[src/hw/rtl/sbp_pkg.sv]
// Shared types, constants and tables for the six-button pad scan-code block.
package sbp_pkg;

   localparam int WORD_W              = 13;
   localparam int SEQ_COUNT           = 14;
   localparam int SEQ_IDX_W           = 4;
   localparam int DEFAULT_QUEUE_DEPTH = 2;

   localparam logic [7:0] RESET_READ_DELAY_MS  = 8'd5;
   localparam logic [7:0] RESET_PRESS_PREFIX   = 8'he2;
   localparam logic [7:0] RESET_RELEASE_PREFIX = 8'hf0;
   localparam logic [7:0] RESET_CODE_BASE      = 8'h40;

   // Register indexes of the configuration port
   typedef enum logic [1:0] {
      CSR_READ_DELAY_MS  = 2'd0,
      CSR_PRESS_PREFIX   = 2'd1,
      CSR_RELEASE_PREFIX = 2'd2,
      CSR_CODE_BASE      = 2'd3
   } csr_index_type;

   typedef enum logic [1:0] {
      S_IDLE,
      S_PRESS,
      S_RELEASE,
      S_CODE
   } back_state_type;

   typedef logic [WORD_W-1:0]    word_type;
   typedef logic [SEQ_COUNT-1:0] seq_mask_type;

   typedef struct packed {
      logic [31:0] now_ms;
      logic [5:0]  pins_phase2;
      logic [5:0]  pins_phase3;
      logic [5:0]  pins_phase4;
      logic [5:0]  pins_phase5;
   } req_type;

   typedef struct packed {
      logic [7:0] scan_byte;
      logic       is_last;
      word_type   pad_word;
   } rsp_type;

   typedef struct packed {
      logic [7:0] read_delay_ms;
      logic [7:0] press_prefix;
      logic [7:0] release_prefix;
      logic [7:0] code_base;
   } cfg_type;

   // One poll's worth of work for the emitter
   typedef struct packed {
      word_type     word;
      seq_mask_type pend;   // sequences whose button changed
      seq_mask_type rel;    // button is up in the new word
   } job_type;

   // Button word bit watched by each sequence, in emission order
   function automatic logic [3:0] seq_bit(input logic [SEQ_IDX_W-1:0] k);
      logic [3:0] b;
      case (k)
         4'd0:    b = 4'd1;
         4'd1:    b = 4'd2;
         4'd2:    b = 4'd3;
         4'd3:    b = 4'd4;
         4'd4:    b = 4'd5;
         4'd5:    b = 4'd6;
         4'd6:    b = 4'd7;
         4'd7:    b = 4'd8;
         4'd8:    b = 4'd9;
         4'd9:    b = 4'd10;
         4'd10:   b = 4'd11;
         4'd11:   b = 4'd7;    // B alias, sent as A
         4'd12:   b = 4'd8;    // C alias, sent as Z
         4'd13:   b = 4'd12;
         default: b = 4'd0;
      endcase
      return b;
   endfunction

   // Code offset from code_base of each sequence
   function automatic logic [3:0] seq_off(input logic [SEQ_IDX_W-1:0] k);
      logic [3:0] o;
      case (k)
         4'd0:    o = 4'd2;
         4'd1:    o = 4'd3;
         4'd2:    o = 4'd0;
         4'd3:    o = 4'd1;
         4'd4:    o = 4'd4;
         4'd5:    o = 4'd6;
         4'd6:    o = 4'd7;
         4'd7:    o = 4'd8;
         4'd8:    o = 4'd9;
         4'd9:    o = 4'd10;
         4'd10:   o = 4'd11;
         4'd11:   o = 4'd6;
         4'd12:   o = 4'd11;
         4'd13:   o = 4'd5;
         default: o = 4'd0;
      endcase
      return o;
   endfunction

   // Index of the lowest set bit
   function automatic logic [SEQ_IDX_W-1:0] lowest_set(input seq_mask_type m);
      logic [SEQ_IDX_W-1:0] idx;
      idx = '0;
      for (int i = SEQ_COUNT - 1; i >= 0; i--) begin
         if (m[i]) idx = SEQ_IDX_W'(i);
      end
      return idx;
   endfunction

endpackage

[src/hw/rtl/sbp_front.sv]
// Front end: accepts polls, applies the read delay, decodes pins and queues change jobs.
module sbp_front (
   input  logic            clock,
   input  logic            reset,
   input  logic [7:0]      read_delay_ms,
   input  logic            req_valid,
   input  sbp_pkg::req_type req_data,
   output logic            req_stall,
   input  logic            queue_full,
   output logic            push,
   output sbp_pkg::job_type push_job
);

   logic [31:0]       last_ms_ff, last_ms_in;
   sbp_pkg::word_type rep_ff, rep_in;
   logic              accept;
   logic              due;
   logic [31:0]       diff;
   sbp_pkg::word_type w;
   logic              connected;
   logic              six_flag;

   assign req_stall = queue_full;
   assign accept    = req_valid && !queue_full;

   // Wrapping time check against the last real read
   assign diff = req_data.now_ms - last_ms_ff;
   assign due  = diff >= {24'd0, read_delay_ms};

   // Pin decode, pins are active low; X, Y, Z and mode follow the six-button
   // pattern even while the pad reads as unplugged
   always_comb begin
      w         = '0;
      connected = !req_data.pins_phase2[2] && !req_data.pins_phase2[3];
      six_flag  = !req_data.pins_phase4[0] && !req_data.pins_phase4[1];
      w[0]      = connected;
      w[6]      = connected && !req_data.pins_phase2[4];
      w[5]      = connected && !req_data.pins_phase2[5];
      w[1]      = !req_data.pins_phase3[0];
      w[2]      = !req_data.pins_phase3[1];
      w[3]      = !req_data.pins_phase3[2];
      w[4]      = !req_data.pins_phase3[3];
      w[7]      = !req_data.pins_phase3[4];
      w[8]      = !req_data.pins_phase3[5];
      w[11]     = six_flag && !req_data.pins_phase5[0];
      w[10]     = six_flag && !req_data.pins_phase5[1];
      w[9]      = six_flag && !req_data.pins_phase5[2];
      w[12]     = six_flag && !req_data.pins_phase5[3];
   end

   // Changed and released masks per emitted sequence
   always_comb begin
      push_job.word = w;
      for (int k = 0; k < sbp_pkg::SEQ_COUNT; k++) begin
         push_job.pend[k] = w[sbp_pkg::seq_bit(sbp_pkg::SEQ_IDX_W'(k))]
                          ^ rep_ff[sbp_pkg::seq_bit(sbp_pkg::SEQ_IDX_W'(k))];
         push_job.rel[k]  = !w[sbp_pkg::seq_bit(sbp_pkg::SEQ_IDX_W'(k))];
      end
   end

   assign push = accept && due && (push_job.pend != '0);

   // State update on a real read
   always_comb begin
      last_ms_in = last_ms_ff;
      rep_in     = rep_ff;
      if (accept && due) begin
         last_ms_in = req_data.now_ms;
         rep_in     = w;
      end
   end

   always_ff @(posedge clock) begin
      if (reset) begin
         last_ms_ff <= '0;
         rep_ff     <= '0;
      end else begin
         last_ms_ff <= last_ms_in;
         rep_ff     <= rep_in;
      end
   end

   a_push_has_work: assert property (@(posedge clock) disable iff (reset)
      push |-> (push_job.pend != '0 && !queue_full))
      else $error("front pushed an empty job or into a full queue");

endmodule

[src/hw/rtl/sbp_queue.sv]
// Small job queue between the front end and the emitter.
module sbp_queue #(
   parameter int DEPTH = sbp_pkg::DEFAULT_QUEUE_DEPTH
) (
   input  logic             clock,
   input  logic             reset,
   input  logic             push,
   input  sbp_pkg::job_type push_job,
   input  logic             pop,
   output sbp_pkg::job_type head_job,
   output logic             empty,
   output logic             full
);

   localparam int PTR_W = (DEPTH > 1) ? $clog2(DEPTH) : 1;
   localparam int CNT_W = $clog2(DEPTH + 1);

   sbp_pkg::job_type mem [DEPTH];
   logic [PTR_W-1:0] wr_ptr_ff, wr_ptr_in;
   logic [PTR_W-1:0] rd_ptr_ff, rd_ptr_in;
   logic [CNT_W-1:0] count_ff, count_in;
   logic             do_push, do_pop;

   assign empty    = count_ff == '0;
   assign full     = count_ff == CNT_W'(DEPTH);
   assign do_push  = push && !full;
   assign do_pop   = pop && !empty;
   assign head_job = mem[rd_ptr_ff];

   always_comb begin
      wr_ptr_in = wr_ptr_ff;
      rd_ptr_in = rd_ptr_ff;
      count_in  = count_ff;
      if (do_push) begin
         wr_ptr_in = (wr_ptr_ff == PTR_W'(DEPTH - 1)) ? '0 : wr_ptr_ff + 1'b1;
      end
      if (do_pop) begin
         rd_ptr_in = (rd_ptr_ff == PTR_W'(DEPTH - 1)) ? '0 : rd_ptr_ff + 1'b1;
      end
      if (do_push && !do_pop) count_in = count_ff + 1'b1;
      else if (do_pop && !do_push) count_in = count_ff - 1'b1;
   end

   always_ff @(posedge clock) begin
      if (do_push) mem[wr_ptr_ff] <= push_job;
   end

   always_ff @(posedge clock) begin
      if (reset) begin
         wr_ptr_ff <= '0;
         rd_ptr_ff <= '0;
         count_ff  <= '0;
      end else begin
         wr_ptr_ff <= wr_ptr_in;
         rd_ptr_ff <= rd_ptr_in;
         count_ff  <= count_in;
      end
   end

   a_count_bound: assert property (@(posedge clock) disable iff (reset)
      count_ff <= CNT_W'(DEPTH))
      else $error("queue count beyond depth");

   a_pop_nonempty: assert property (@(posedge clock) disable iff (reset)
      pop |-> !empty)
      else $error("queue popped while empty");

endmodule

[src/hw/rtl/sbp_back.sv]
// Emitter: walks one job's changed buttons and sends prefix, release and code bytes.
module sbp_back (
   input  logic             clock,
   input  logic             reset,
   input  sbp_pkg::cfg_type cfg,
   input  sbp_pkg::job_type head_job,
   input  logic             queue_empty,
   output logic             pop,
   output logic             rsp_valid,
   output sbp_pkg::rsp_type rsp_data,
   input  logic             rsp_stall
);

   sbp_pkg::back_state_type      state_ff, state_in;
   sbp_pkg::word_type            word_ff, word_in;
   sbp_pkg::seq_mask_type        pend_ff, pend_in;
   sbp_pkg::seq_mask_type        rel_ff, rel_in;
   logic                         out_valid_ff, out_valid_in;
   sbp_pkg::rsp_type             out_ff, out_in;
   logic [sbp_pkg::SEQ_IDX_W-1:0] k;
   sbp_pkg::seq_mask_type        pend_left;
   logic                         advance;
   logic                         final_byte;
   logic [7:0]                   byte_val;

   assign k          = sbp_pkg::lowest_set(pend_ff);
   assign pend_left  = pend_ff & ~(sbp_pkg::seq_mask_type'(1) << k);
   assign final_byte = pend_left == '0;
   assign advance    = (state_ff != sbp_pkg::S_IDLE) && (!out_valid_ff || !rsp_stall);
   assign pop        = (state_ff == sbp_pkg::S_IDLE) && !queue_empty;

   // Next state
   always_comb begin
      state_in = state_ff;
      case (state_ff)
         sbp_pkg::S_IDLE: begin
            if (!queue_empty) state_in = sbp_pkg::S_PRESS;
         end
         sbp_pkg::S_PRESS: begin
            if (advance) state_in = rel_ff[k] ? sbp_pkg::S_RELEASE : sbp_pkg::S_CODE;
         end
         sbp_pkg::S_RELEASE: begin
            if (advance) state_in = sbp_pkg::S_CODE;
         end
         sbp_pkg::S_CODE: begin
            if (advance) state_in = final_byte ? sbp_pkg::S_IDLE : sbp_pkg::S_PRESS;
         end
         default: state_in = sbp_pkg::S_IDLE;
      endcase
   end

   // Byte selection, job register and output register
   always_comb begin
      word_in      = word_ff;
      pend_in      = pend_ff;
      rel_in       = rel_ff;
      out_in       = out_ff;
      out_valid_in = out_valid_ff && rsp_stall;
      byte_val     = cfg.press_prefix;
      case (state_ff)
         sbp_pkg::S_IDLE: begin
            if (pop) begin
               word_in = head_job.word;
               pend_in = head_job.pend;
               rel_in  = head_job.rel;
            end
         end
         sbp_pkg::S_PRESS:   byte_val = cfg.press_prefix;
         sbp_pkg::S_RELEASE: byte_val = cfg.release_prefix;
         sbp_pkg::S_CODE: begin
            byte_val = cfg.code_base + {4'd0, sbp_pkg::seq_off(k)};
            if (advance) pend_in = pend_left;
         end
         default: byte_val = cfg.press_prefix;
      endcase
      if (advance) begin
         out_valid_in     = 1'b1;
         out_in.scan_byte = byte_val;
         out_in.is_last   = (state_ff == sbp_pkg::S_CODE) && final_byte;
         out_in.pad_word  = word_ff;
      end
   end

   always_ff @(posedge clock) begin
      if (reset) begin
         state_ff     <= sbp_pkg::S_IDLE;
         out_valid_ff <= 1'b0;
         pend_ff      <= '0;
      end else begin
         state_ff     <= state_in;
         out_valid_ff <= out_valid_in;
         pend_ff      <= pend_in;
      end
   end

   always_ff @(posedge clock) begin
      word_ff <= word_in;
      rel_ff  <= rel_in;
      out_ff  <= out_in;
   end

   assign rsp_valid = out_valid_ff;
   assign rsp_data  = out_ff;

   a_busy_has_work: assert property (@(posedge clock) disable iff (reset)
      (state_ff != sbp_pkg::S_IDLE) |-> (pend_ff != '0))
      else $error("emitter busy with no pending sequence");

   a_last_ends_job: assert property (@(posedge clock) disable iff (reset)
      (advance && state_ff == sbp_pkg::S_CODE && final_byte) |=>
         (state_ff == sbp_pkg::S_IDLE && rsp_valid && rsp_data.is_last))
      else $error("final byte did not end the job");

endmodule

[src/hw/rtl/six_button_pad_to_scancode_top.sv]
// Top level of the six-button pad to keyboard scan-code converter.
// Each poll item carries a millisecond time and the active-low pin samples of read
// phases two to five. The front end takes one poll per cycle while the job queue
// (QUEUE_DEPTH entries) has room; a poll within read_delay_ms of the last real read,
// or one that changes no button, queues nothing and yields no item. A poll with
// changes becomes a job for the emitter, which pulls the job when idle and then gives
// one byte per cycle while its output is not stalled: two bytes for each pressed button
// and three for each released one, so up to 42 bytes for a poll. Results leave through
// a single output register. Configuration registers are written through the csr_ port
// and registered; the front end and the emitter use the registered values, also mid-job.
module six_button_pad_to_scancode_top #(
   parameter int QUEUE_DEPTH = sbp_pkg::DEFAULT_QUEUE_DEPTH
) (
   input  logic             clock,
   input  logic             reset,
   input  logic             req_valid,
   input  sbp_pkg::req_type req_data,
   output logic             req_stall,
   output logic             rsp_valid,
   output sbp_pkg::rsp_type rsp_data,
   input  logic             rsp_stall,
   input  logic             csr_write,
   input  logic [1:0]       csr_index,
   input  logic [7:0]       csr_data
);

   sbp_pkg::cfg_type cfg_ff, cfg_in;
   logic             push, pop, q_empty, q_full;
   sbp_pkg::job_type push_job, head_job;

   // Configuration registers
   always_comb begin
      cfg_in = cfg_ff;
      if (csr_write) begin
         case (sbp_pkg::csr_index_type'(csr_index))
            sbp_pkg::CSR_READ_DELAY_MS:  cfg_in.read_delay_ms  = csr_data;
            sbp_pkg::CSR_PRESS_PREFIX:   cfg_in.press_prefix   = csr_data;
            sbp_pkg::CSR_RELEASE_PREFIX: cfg_in.release_prefix = csr_data;
            sbp_pkg::CSR_CODE_BASE:      cfg_in.code_base      = csr_data;
            default:                     cfg_in = cfg_ff;
         endcase
      end
   end

   always_ff @(posedge clock) begin
      if (reset) begin
         cfg_ff.read_delay_ms  <= sbp_pkg::RESET_READ_DELAY_MS;
         cfg_ff.press_prefix   <= sbp_pkg::RESET_PRESS_PREFIX;
         cfg_ff.release_prefix <= sbp_pkg::RESET_RELEASE_PREFIX;
         cfg_ff.code_base      <= sbp_pkg::RESET_CODE_BASE;
      end else begin
         cfg_ff <= cfg_in;
      end
   end

   sbp_front u_front (
      .clock         (clock),
      .reset         (reset),
      .read_delay_ms (cfg_ff.read_delay_ms),
      .req_valid     (req_valid),
      .req_data      (req_data),
      .req_stall     (req_stall),
      .queue_full    (q_full),
      .push          (push),
      .push_job      (push_job)
   );

   sbp_queue #(
      .DEPTH (QUEUE_DEPTH)
   ) u_queue (
      .clock    (clock),
      .reset    (reset),
      .push     (push),
      .push_job (push_job),
      .pop      (pop),
      .head_job (head_job),
      .empty    (q_empty),
      .full     (q_full)
   );

   sbp_back u_back (
      .clock       (clock),
      .reset       (reset),
      .cfg         (cfg_ff),
      .head_job    (head_job),
      .queue_empty (q_empty),
      .pop         (pop),
      .rsp_valid   (rsp_valid),
      .rsp_data    (rsp_data),
      .rsp_stall   (rsp_stall)
   );

endmodule
[config.mk]
export PLATFORM = sky130hd
export DESIGN_NAME = six_button_pad_to_scancode_top
export DESIGN_NICKNAME = d
export VERILOG_FILES = /design/src/hw/rtl/sbp_pkg.sv /design/src/hw/rtl/sbp_front.sv /design/src/hw/rtl/sbp_queue.sv /design/src/hw/rtl/sbp_back.sv /design/src/hw/rtl/six_button_pad_to_scancode_top.sv
export SDC_FILE = /design/constraint.sdc
export NUM_CORES = 1
export LEC_CHECK = 0
export BUFFER_PORTS_ARGS = -buffer_cell sky130_fd_sc_hd__buf_4
export CORE_MARGIN = 2
export CORE_UTILIZATION = 40
export CTS_BUF_LIST = sky130_fd_sc_hd__clkbuf_8
export CTS_CLUSTER_SIZE = 12
export DETAILED_ROUTE_END_ITERATION = 7
export PLACE_DENSITY_LB_ADDON = 0.08
export SLEW_MARGIN = 30
export SYNTH_ARGS = -nofsm -noshare
export SYNTH_HDL_FRONTEND = slang
export SYNTH_HIERARCHICAL = 1
export SYNTH_SLANG_ARGS = --single-unit
[constraint.sdc]
create_clock -name clock -period 6.1 [get_ports clock]
set_input_delay 0.305 -clock clock [delete_from_list [all_inputs] [get_ports clock]]
set_output_delay 0.305 -clock clock [all_outputs]
set_load 0.005 [all_outputs]
==> results.cfg, run 1 <==
[run_status]
status = completed

[logic_synthesis]
synth.most_common_cell = edfxtp_1
synth_nets = 1288
synth_compound_area_share_pct = 16.3
avgSynthCellArea_um2 = 10.4
muxShareOfSynthArea_pct = 7.97
synth_edf_count = 131
synth-warning-count = 6
yosysUniqueCellTypes = 83
synth_top_area_share_pct = 32.5
ys_ff_latch = 229
synthArstFlopShare_pct = 0
synth_top_family_by_area = compound AO/OA/AOI/OAI gates
syn_inst = 1161
synthTopCellsByCount = edfxtp_1, dfxtp_1, a21oi_1
synth_xor_area_share_pct = 2.60
synth_flop_cell = edfxtp_1
synth_largest_area_cell = edfxtp_1
yosys.area_share.simple_pct = 13.4
synthTopCellsByArea = edfxtp_1, dfxtp_1, ha_1, mux2i_1, mux2_2
seq_area_frac_synth_pct = 48.7
synth-adder-area-share_pct = 5.91
syn_area_um2 = 12100

[clocking]
cts_inserted_buffers = 42
htree_levels = 2
cts_num_sinks = 229
post-cts-setup-buffers = 0
cts.clk_slew.worst_paths_ps = 60
worstSkewPairLatency_ps = 540
cts_buffer_depth = 3
cts-root-buf = clkbuf_8
tritoncts = built

[sta]
holdWs_ps = 33.7
drv_slew = 0
worst_pin_slew_ps = 759
hold_viol = 0
rsz0062_at_grt = false
tns_ps = 0
fin_crit_sh_pct = 81.2
finalSetupViolCount = 0
fin_skew_ps = 14.7
min_period_ps = 4950
maxSlewHeadroom_pct = 49.4
max_freq_mhz = 202

[route]
routedWlPerCell_um = 17.2
wl_um = 28500
vias_per_cell = 5.27
ant_nets = 0
drtIter0Drc = 462
first_pass_iters = 5
drcViolationCount = 0
vias = 8756

[critical_path]
startpoint = u_front/last_ms_ff[2]
worstSetupStartpointType = register
path_cells = inv_1 > ha_1 > o21ai_1 > a21oi_1 > a21boi_0 > o21bai_1 > a21oi_1 > xnor2_1 > ha_1 > a221o_1 > a31oi_1 > o311ai_0 > nor3_1 > o2111ai_1 > nor4_2 > and4_4 > nor2_4 > a21boi_0 > inv_1 > nor2_1 > ha_1 > or3_1 > a21oi_1
path_max_fanout = 7
endpoint_kind = register
crit_path_top_delay_cell = ha_1
crit_required_ps = 6570
r2r_start = u_front/last_ms_ff[2]
cp_top_family = compound AO/OA/AOI/OAI gates
timing.critical_path.buf_inv = 2
crit_type = reg2reg
arrival_ps = 5420
max_stage_delay_ps = 350

[final_layout]
final_core_util_pct = 47.1
drive_gt1_share_pct = 18.9
syn_to_final_growth_pct = 15.4
finish.net_count = 1367
num_antenna_cells = 0
fin_cells = 1663

[floorplan]
die_h_um = 178
io_pins = 95
die-area_um2 = 31700
rows = 63
dieWidth_um = 178
start_util_pct = 40.8
core_um2 = 29700

[placement]
port_buffers = 86
gp_congestion = 0.858
dp_cells = 1583
dp_hpwl_um = 19300

[min_path]
hp-start = req_data[35]
worstHoldPathType = in2reg

[power]
leakage_nw = 5.35
pwr_density_cell_nw_per_um2 = 438
p_total_w = 0.00612
peakVddDrop_mv = 0.169

[global_routing]
antenna_found_initial = 0
grt.total_usage_pct = 18.3
grt_max_degree = 64
grt_pass1_wl_um = 45800
grt_pass1_vias = 8539
grt_overflow = 0

[run]
drv_cap = 0
[registers in the layout (all words and copies together) (netlist names), named ones only]
name,cells
cfg_ff,32
u_back/pend_ff,14
u_back/rel_ff,14
u_back/rsp_data,22
u_back/rsp_valid,1
u_back/state_ff,2
u_back/word_ff,13
u_front/last_ms_ff,32
u_front/rep_ff,12
u_queue/count_ff,2
u_queue/mem,82
u_queue/rd_ptr_ff,1
u_queue/wr_ptr_ff,1
[cell usage in the layout, fill, tap and decap left out, types with 14 or more instances in the layout]
cell | netlist | routed
a22oi_1 | 17 | 17
dfxtp_1 | 98 | 97
o21ai_0 | 59 | 59
mux2_2 | 41 | 41
nor2_1 | 85 | 85
nand2b_1 | 43 | 43
ha_1 | 54 | 54
a21oi_2 | 13 | 14
nand2_1 | 55 | 55
a21oi_1 | 87 | 85
o21ai_1 | 25 | 25
nand3_1 | 48 | 48
edfxtp_1 | 131 | 131
inv_1 | 77 | 89
buf_4 | 13 | 93
a21o_1 | 20 | 20
xnor2_1 | 27 | 27
clkbuf_8 | 0 | 49
mux2i_1 | 47 | 47
[tightest hold or removal path, stage by stage]
cell and delay [ps]:
buf_4 110, nand3_1 60, a21oi_1 50
[cell type report]
cell class,instances,area [um2]
Timing Repair Buffer,97,756
Fill cell,2847,15700
Multi-Input combinational cell,793,5620
Inverter,77,289
Tap cell,390,488
Clock inverter,28,259
Clock buffer,49,674
Sequential cell,229,5900
[path summary, 6_finish.rpt]
kind	slack (ps)	to	depth (start not counted)
min reg2reg	420	u_back/rsp_data[9]	0
min	30	u_front/last_ms_ff[11]	3
max	1150	u_queue/count_ff[1]	23
max reg2reg	1150	u_queue/count_ff[1]	23
[report_power, final]
group          internal (W)  switching, W  total, W
Sequential          0.00204      0.000180   0.00222
Combinational      0.000906       0.00140   0.00231
Clock              0.000948      0.000650   0.00160
[metrics by stage]
stage	setup WS, ps	instance area (um2)
2_1_floorplan	1370	12100
3_3_place_gp	1030	13000
3_5_place_dp	1030	13000
4_1_cts	1090	14000
5_1_grt	553	14000
6_report	1150	14000
[logic make-up (layout without fill, tap and decap cells)]
logic type	count (synthesis)	in the layout
xor+xnor	36	36
buf+inv	139	251
compound gates	301	301
flops	229	229
mux	91	91
fa+ha+maj	56	56
simple gates	309	309
[per-layer routing]
| layer | vias up | GRT usage (%) | wire length, um |
|---|---|---|---|
| met2 | 158 | 29.2 | 12900 |
| met3 | 44 | 2.64 | 945 |
| met1 | 4174 | 25.9 | 14000 |
| met4 | 0 | 5.36 | 632 |
| li1 | 4380 | - | - |
| met5 | - | 0 | 0 |
[timing repair]
| item | CTS | global route |
|---|---|---|
| hold buffers | 3 | 0 |
| endpoints found under the hold margin | 9 | 0 |
| resized for setup | 0 | 0 |
Power figures use the tool's default switching activity.
==> run 2: changes to the inputs <==
==> constraint.sdc (replaced) <==
create_clock -name clock -period 4.66 [get_ports clock]
set_input_delay 0.233 -clock clock [delete_from_list [all_inputs] [get_ports clock]]
set_output_delay 0.233 -clock clock [all_outputs]
set_load 0.005 [all_outputs]
==> results.cfg, run 2 (synthesized netlist as in run 1, its figures left out) <==
[run_status]
status = completed

[sta]
min_period_ps = 4480
hold_viol = 0
max_freq_mhz = 223
tns_ps = 0
maxSlewHeadroom_pct = 48.6
drv_slew = 0
fin_skew_ps = 23.3
finalSetupViolCount = 0
worst_pin_slew_ps = 771
fin_crit_sh_pct = 96.2

[placement]
gp_congestion = 0.837
dp_hpwl_um = 19700
port_buffers = 86
placed_cell_area_um2 = 13200

[critical_path]
path_max_fanout = 3
endpoint_kind = register
crit_required_ps = 5130
crit_type = in2reg
arrival_ps = 4950
worstSetupStartpointType = primary input

[final_layout]
regMostFlops = u_queue/mem
final_area_um2 = 14700
largest_reg_flops = 82
final_cell_mix = edfxtp_1, buf_4, dfxtp_1, inv_1, nor2_1
reg_top3 = u_queue/mem x82, cfg_ff x32, u_front/last_ms_ff x32
drive_gt1_share_pct = 21.2
fillers = 2783
num_antenna_cells = 0
finish.net_count = 1433
syn_to_final_growth_pct = 21.1
final_common_cell = edfxtp_1

[floorplan]
rows = 63
dieWidth_um = 178
die_h_um = 178
die-area_um2 = 31700
io_pins = 95
core_um2 = 29700
start_util_pct = 40.8

[clocking]
cts-root-buf = clkbuf_8
tritoncts = built
cts_buffer_depth = 3
cts.clk_slew.worst_paths_ps = 60
cts_num_sinks = 229
cts_inserted_buffers = 42
htree_levels = 2
worstSkewPairLatency_ps = 550

[global_routing]
grt.total_usage_pct = 18.7
grt_pass1_vias = 8804
grt_pass1_wl_um = 46900
grt_max_degree = 71
antenna_found_initial = 0
grt_overflow = 0

[power]
pwr_density_cell_nw_per_um2 = 537
peakVddDrop_mv = 0.232
leakage_nw = 5.64

[route]
vias = 9120
drtIter0Drc = 523
routedWlPerCell_um = 16.9
vias_per_cell = 5.27
wl_um = 29300
drcViolationCount = 0
first_pass_iters = 5
ant_nets = 0

[min_path]
worstHoldPathType = in2reg

[run]
drv_cap = 0
[run 2: cell count changes in the layout (fill, tap and decap cells not counted), sizes merged]
cell	delta
buf	+21
inv	+9
clkinv	-3
dlygate4sd3	+45
bufinv	-5
clkbuf	-1
[run 2: what timing repair did]
action	4_1_cts	5_1_grt
hold buffers	48	0
setup buffers	0	7
gates resized for setup	0	32
endpoints found under the hold margin	81	0
endpoints found under the setup margin	1	83
pin swaps	1	20
[run 2: cell type report]
class                      count  area, um2  area share [%]
sequential                   229       5900            40.2
timing repair buffer         163       1400            9.55
inverter                      77        293            1.99
clock buffer                  48        661            4.50
clock inverter                29        134           0.912
multi-input combinational    793       5800            39.5
tap                          390        488            3.32
[run 2: final timing paths]
kind / startpoint / end / cells past startpoint / slack, ps
worst max register to register: u_front/last_ms_ff[1] / u_queue/count_ff[1] / 24 / 180
worst min register to register: u_back/word_ff[2] / u_back/rsp_data[2] / 0 / 410
worst min-delay path: csr_index[0] / cfg_ff[31] / 3 / 70
worst max-delay path: req_data[26] / u_queue/count_ff[1] / 25 / 180
[run 2: critical path: stages]
cell	delay (ps)
dlygate4sd3_1	530
buf_4	150
ha_4	240
o21ai_4	170
a21oi_4	50
a21boi_2	150
o21bai_1	90
a21oi_1	150
xnor2_1	100
ha_1	320
a221o_1	310
a31oi_2	200
o311ai_2	150
nor3_2	230
o2111ai_2	170
nor4_4	280
and4_4	280
nor2_4	30
a21boi_2	150
inv_2	100
nor2_4	40
ha_4	180
xor2_2	140
or3_1	350
a21oi_1	120
[run 2: through the flow]
stage	hold WS [ps]	power (W)	worst slack (ps)	instances	utilization (%)
after floorplan	302	0.00503	11.9	1161	-
after global placement	402	0.00601	29.4	1596	44.3
after detailed placement	406	0.00604	-66.7	1597	44.4
after CTS	29.9	0.00790	46.0	1722	48.7
after global routing	37.2	0.00844	-74.2	1729	49.4
final	66.0	0.00788	177	1729	49.4
[run 2: routing by layer]
metal | vias to the layer above | part of all wire (%) | global-route usage (%)
li1 | 4515 | - | -
met1 | 4404 | 48 | 26.3
met2 | 162 | 46 | 30.0
met3 | 39 | 4.0 | 3.13
met4 | 0 | 1.8 | 4.78
met5 | - | 0 | 0
[run 2: report_power, final]
part	switching (W)	internal (W)	leakage, nW
Combinational	0.00188	0.00132	3.14
Sequential	0.000236	0.00267	2.02
Clock	0.000835	0.000944	0.487
Total	0.00295	0.00493	5.64
==> run 3: changes to the inputs <==
--- a/config.mk
+++ b/config.mk
@@ -6,6 +6,8 @@
 export NUM_CORES = 1
 export LEC_CHECK = 0
 export BUFFER_PORTS_ARGS = -buffer_cell sky130_fd_sc_hd__buf_4
+export CELL_PAD_IN_SITES_DETAIL_PLACEMENT = 1
+export CELL_PAD_IN_SITES_GLOBAL_PLACEMENT = 1
 export CORE_MARGIN = 2
 export CORE_UTILIZATION = 40
 export CTS_BUF_LIST = sky130_fd_sc_hd__clkbuf_8
==> results.cfg, run 3 (synthesized netlist as in run 1, its figures left out) <==
[route]
drtIter0Drc = 407
routedWlPerCell_um = 18.8
drcViolationCount = 0
vias_per_cell = 5.32
first_pass_iters = 4
vias = 9243
ant_nets = 0
wl_um = 32600

[final_layout]
reg_top3 = u_queue/mem x82, cfg_ff x32, u_front/last_ms_ff x32
syn_to_final_growth_pct = 22.6
final_cell_mix = edfxtp_1, buf_4, dfxtp_1
num_antenna_cells = 0
regMostFlops = u_queue/mem
finish.net_count = 1440
drive_gt1_share_pct = 21.7
largest_reg_flops = 82
final_common_cell = edfxtp_1
final_area_um2 = 14900

[clocking]
cts_buffer_depth = 3
htree_levels = 2
tritoncts = built
worstSkewPairLatency_ps = 560
cts_num_sinks = 229
cts-root-buf = clkbuf_8
cts.clk_slew.worst_paths_ps = 60
cts_inserted_buffers = 42

[critical_path]
arrival_ps = 5120
max_stage_delay_ps = 550
crit_path_top_delay_cell = dlygate4sd3_1
path_max_fanout = 2
startpoint = req_data[26]
crit_required_ps = 5120
worstSetupStartpointType = primary input
crit_type = in2reg
r2r_start = u_front/last_ms_ff[2]
endpoint_kind = register

[run_status]
violations = setup timing
status = finished, violations left

[power]
peakVddDrop_mv = 0.272
intPower_w = 0.00512
power_switching_w = 0.00306
pwr_density_cell_nw_per_um2 = 551
seq_power_share_pct = 35.5
p_total_w = 0.00819
p_clk_share_pct = 24.0
combinationalPowerShare_pct = 40.5
leakage_nw = 5.70
swShare_pct = 37.4

[min_path]
hp-start = csr_index[1]
worstHoldPathType = in2reg

[sta]
min_period_ps = 4670
fin_crit_sh_pct = 100
worst_pin_slew_ps = 897
rsz0062_at_grt = true
fin_skew_ps = 38.4
drv_slew = 0
hold_viol = 0
max_freq_mhz = 214
finalSetupViolCount = 1
maxSlewHeadroom_pct = 40.2
setup_ws_ps = -6.49

[run]
drv_cap = 0

[floorplan]
die_h_um = 178
rows = 63
dieWidth_um = 178
io_pins = 95
die-area_um2 = 31700
start_util_pct = 40.8
core_um2 = 29700

[placement]
port_buffers = 86
dp_hpwl_um = 21800
gp_congestion = 0.839
preCtsSetupSlack_ps = -148
placed_cell_area_um2 = 13200

[global_routing]
grt_pass1_vias = 9542
antenna_found_initial = 0
grt_overflow = 0
grt_max_degree = 84
grt.total_usage_pct = 20.4
grt_pass1_wl_um = 51200
==> run 3: metrics by stage <==
stage          hold slack (ps)  setup TNS (ps)  std cells  utilization (%)
5_1_grt                   55.1          -12630       1737             50.0
2_1_floorplan              302               0       1161                -
6_report                  65.8           -6.49       1737             50.0
4_1_cts                   40.5               0       1723             48.9
3_5_place_dp               407           -2800       1597             44.3
3_3_place_gp               401               0       1596             44.2
==> run 3: path summary, 6_finish.rpt <==
kind                          to  slack (ps)  cells after the start
min reg2reg   u_back/rsp_data[7]         420                      0
max reg2reg  u_queue/count_ff[1]          20                     24
min                   cfg_ff[30]          70                      3
max          u_queue/count_ff[1]          -6                     25
==> run 3: layout make-up <==
| class | count | area (um2) |
|---|---|---|
| clock buffers | 47 | 647 |
| fillers | 3226 | 14900 |
| flip-flops and latches | 229 | 5900 |
| repair buffers | 170 | 1530 |
| multi-input cells | 793 | 5770 |
| inverters | 77 | 293 |
| well taps | 390 | 488 |
| clock inverters | 31 | 219 |
==> run 3: critical path: cells and delay by family <==
kind	cells	cell delay (ps)
AOI/OAI and AO/OA	11	1810
xor gates and xnor gates	2	230
adders and majority gates	3	730
buffers and inverters	3	810
and+or+nand+nor	6	1310
==> run 3: power by group through the flow <==
stage | Clock, W | Combinational [W] | Sequential, W
final | 0.00196 | 0.00332 | 0.00291
after global routing | 0.00210 | 0.00369 | 0.00296
after CTS | 0.00202 | 0.00322 | 0.00291
after detailed placement | 0 | 0.00316 | 0.00295
after global placement | 0 | 0.00312 | 0.00293
after floorplan | 0 | 0.00217 | 0.00286
==> run 3: per-layer routing <==
metal  up-vias  global-route usage [%]  part of all wire [%]
li1       4521                       -                     -
met1      4529                    27.7                    47
met2       147                    33.7                    48
met3        46                    2.98                   3.2
met4         0                    6.18                   2.2
met5         -                       0                     0
==> run 3: timing repair <==
item                                    4_1_cts  5_1_grt
setup buffers                                 0        7
pin swaps                                     1       17
hold buffers                                 48        0
cloned                                        0        7
endpoints found under the setup margin       43       84
endpoints found under the hold margin        76        0
resized for setup                             1       29
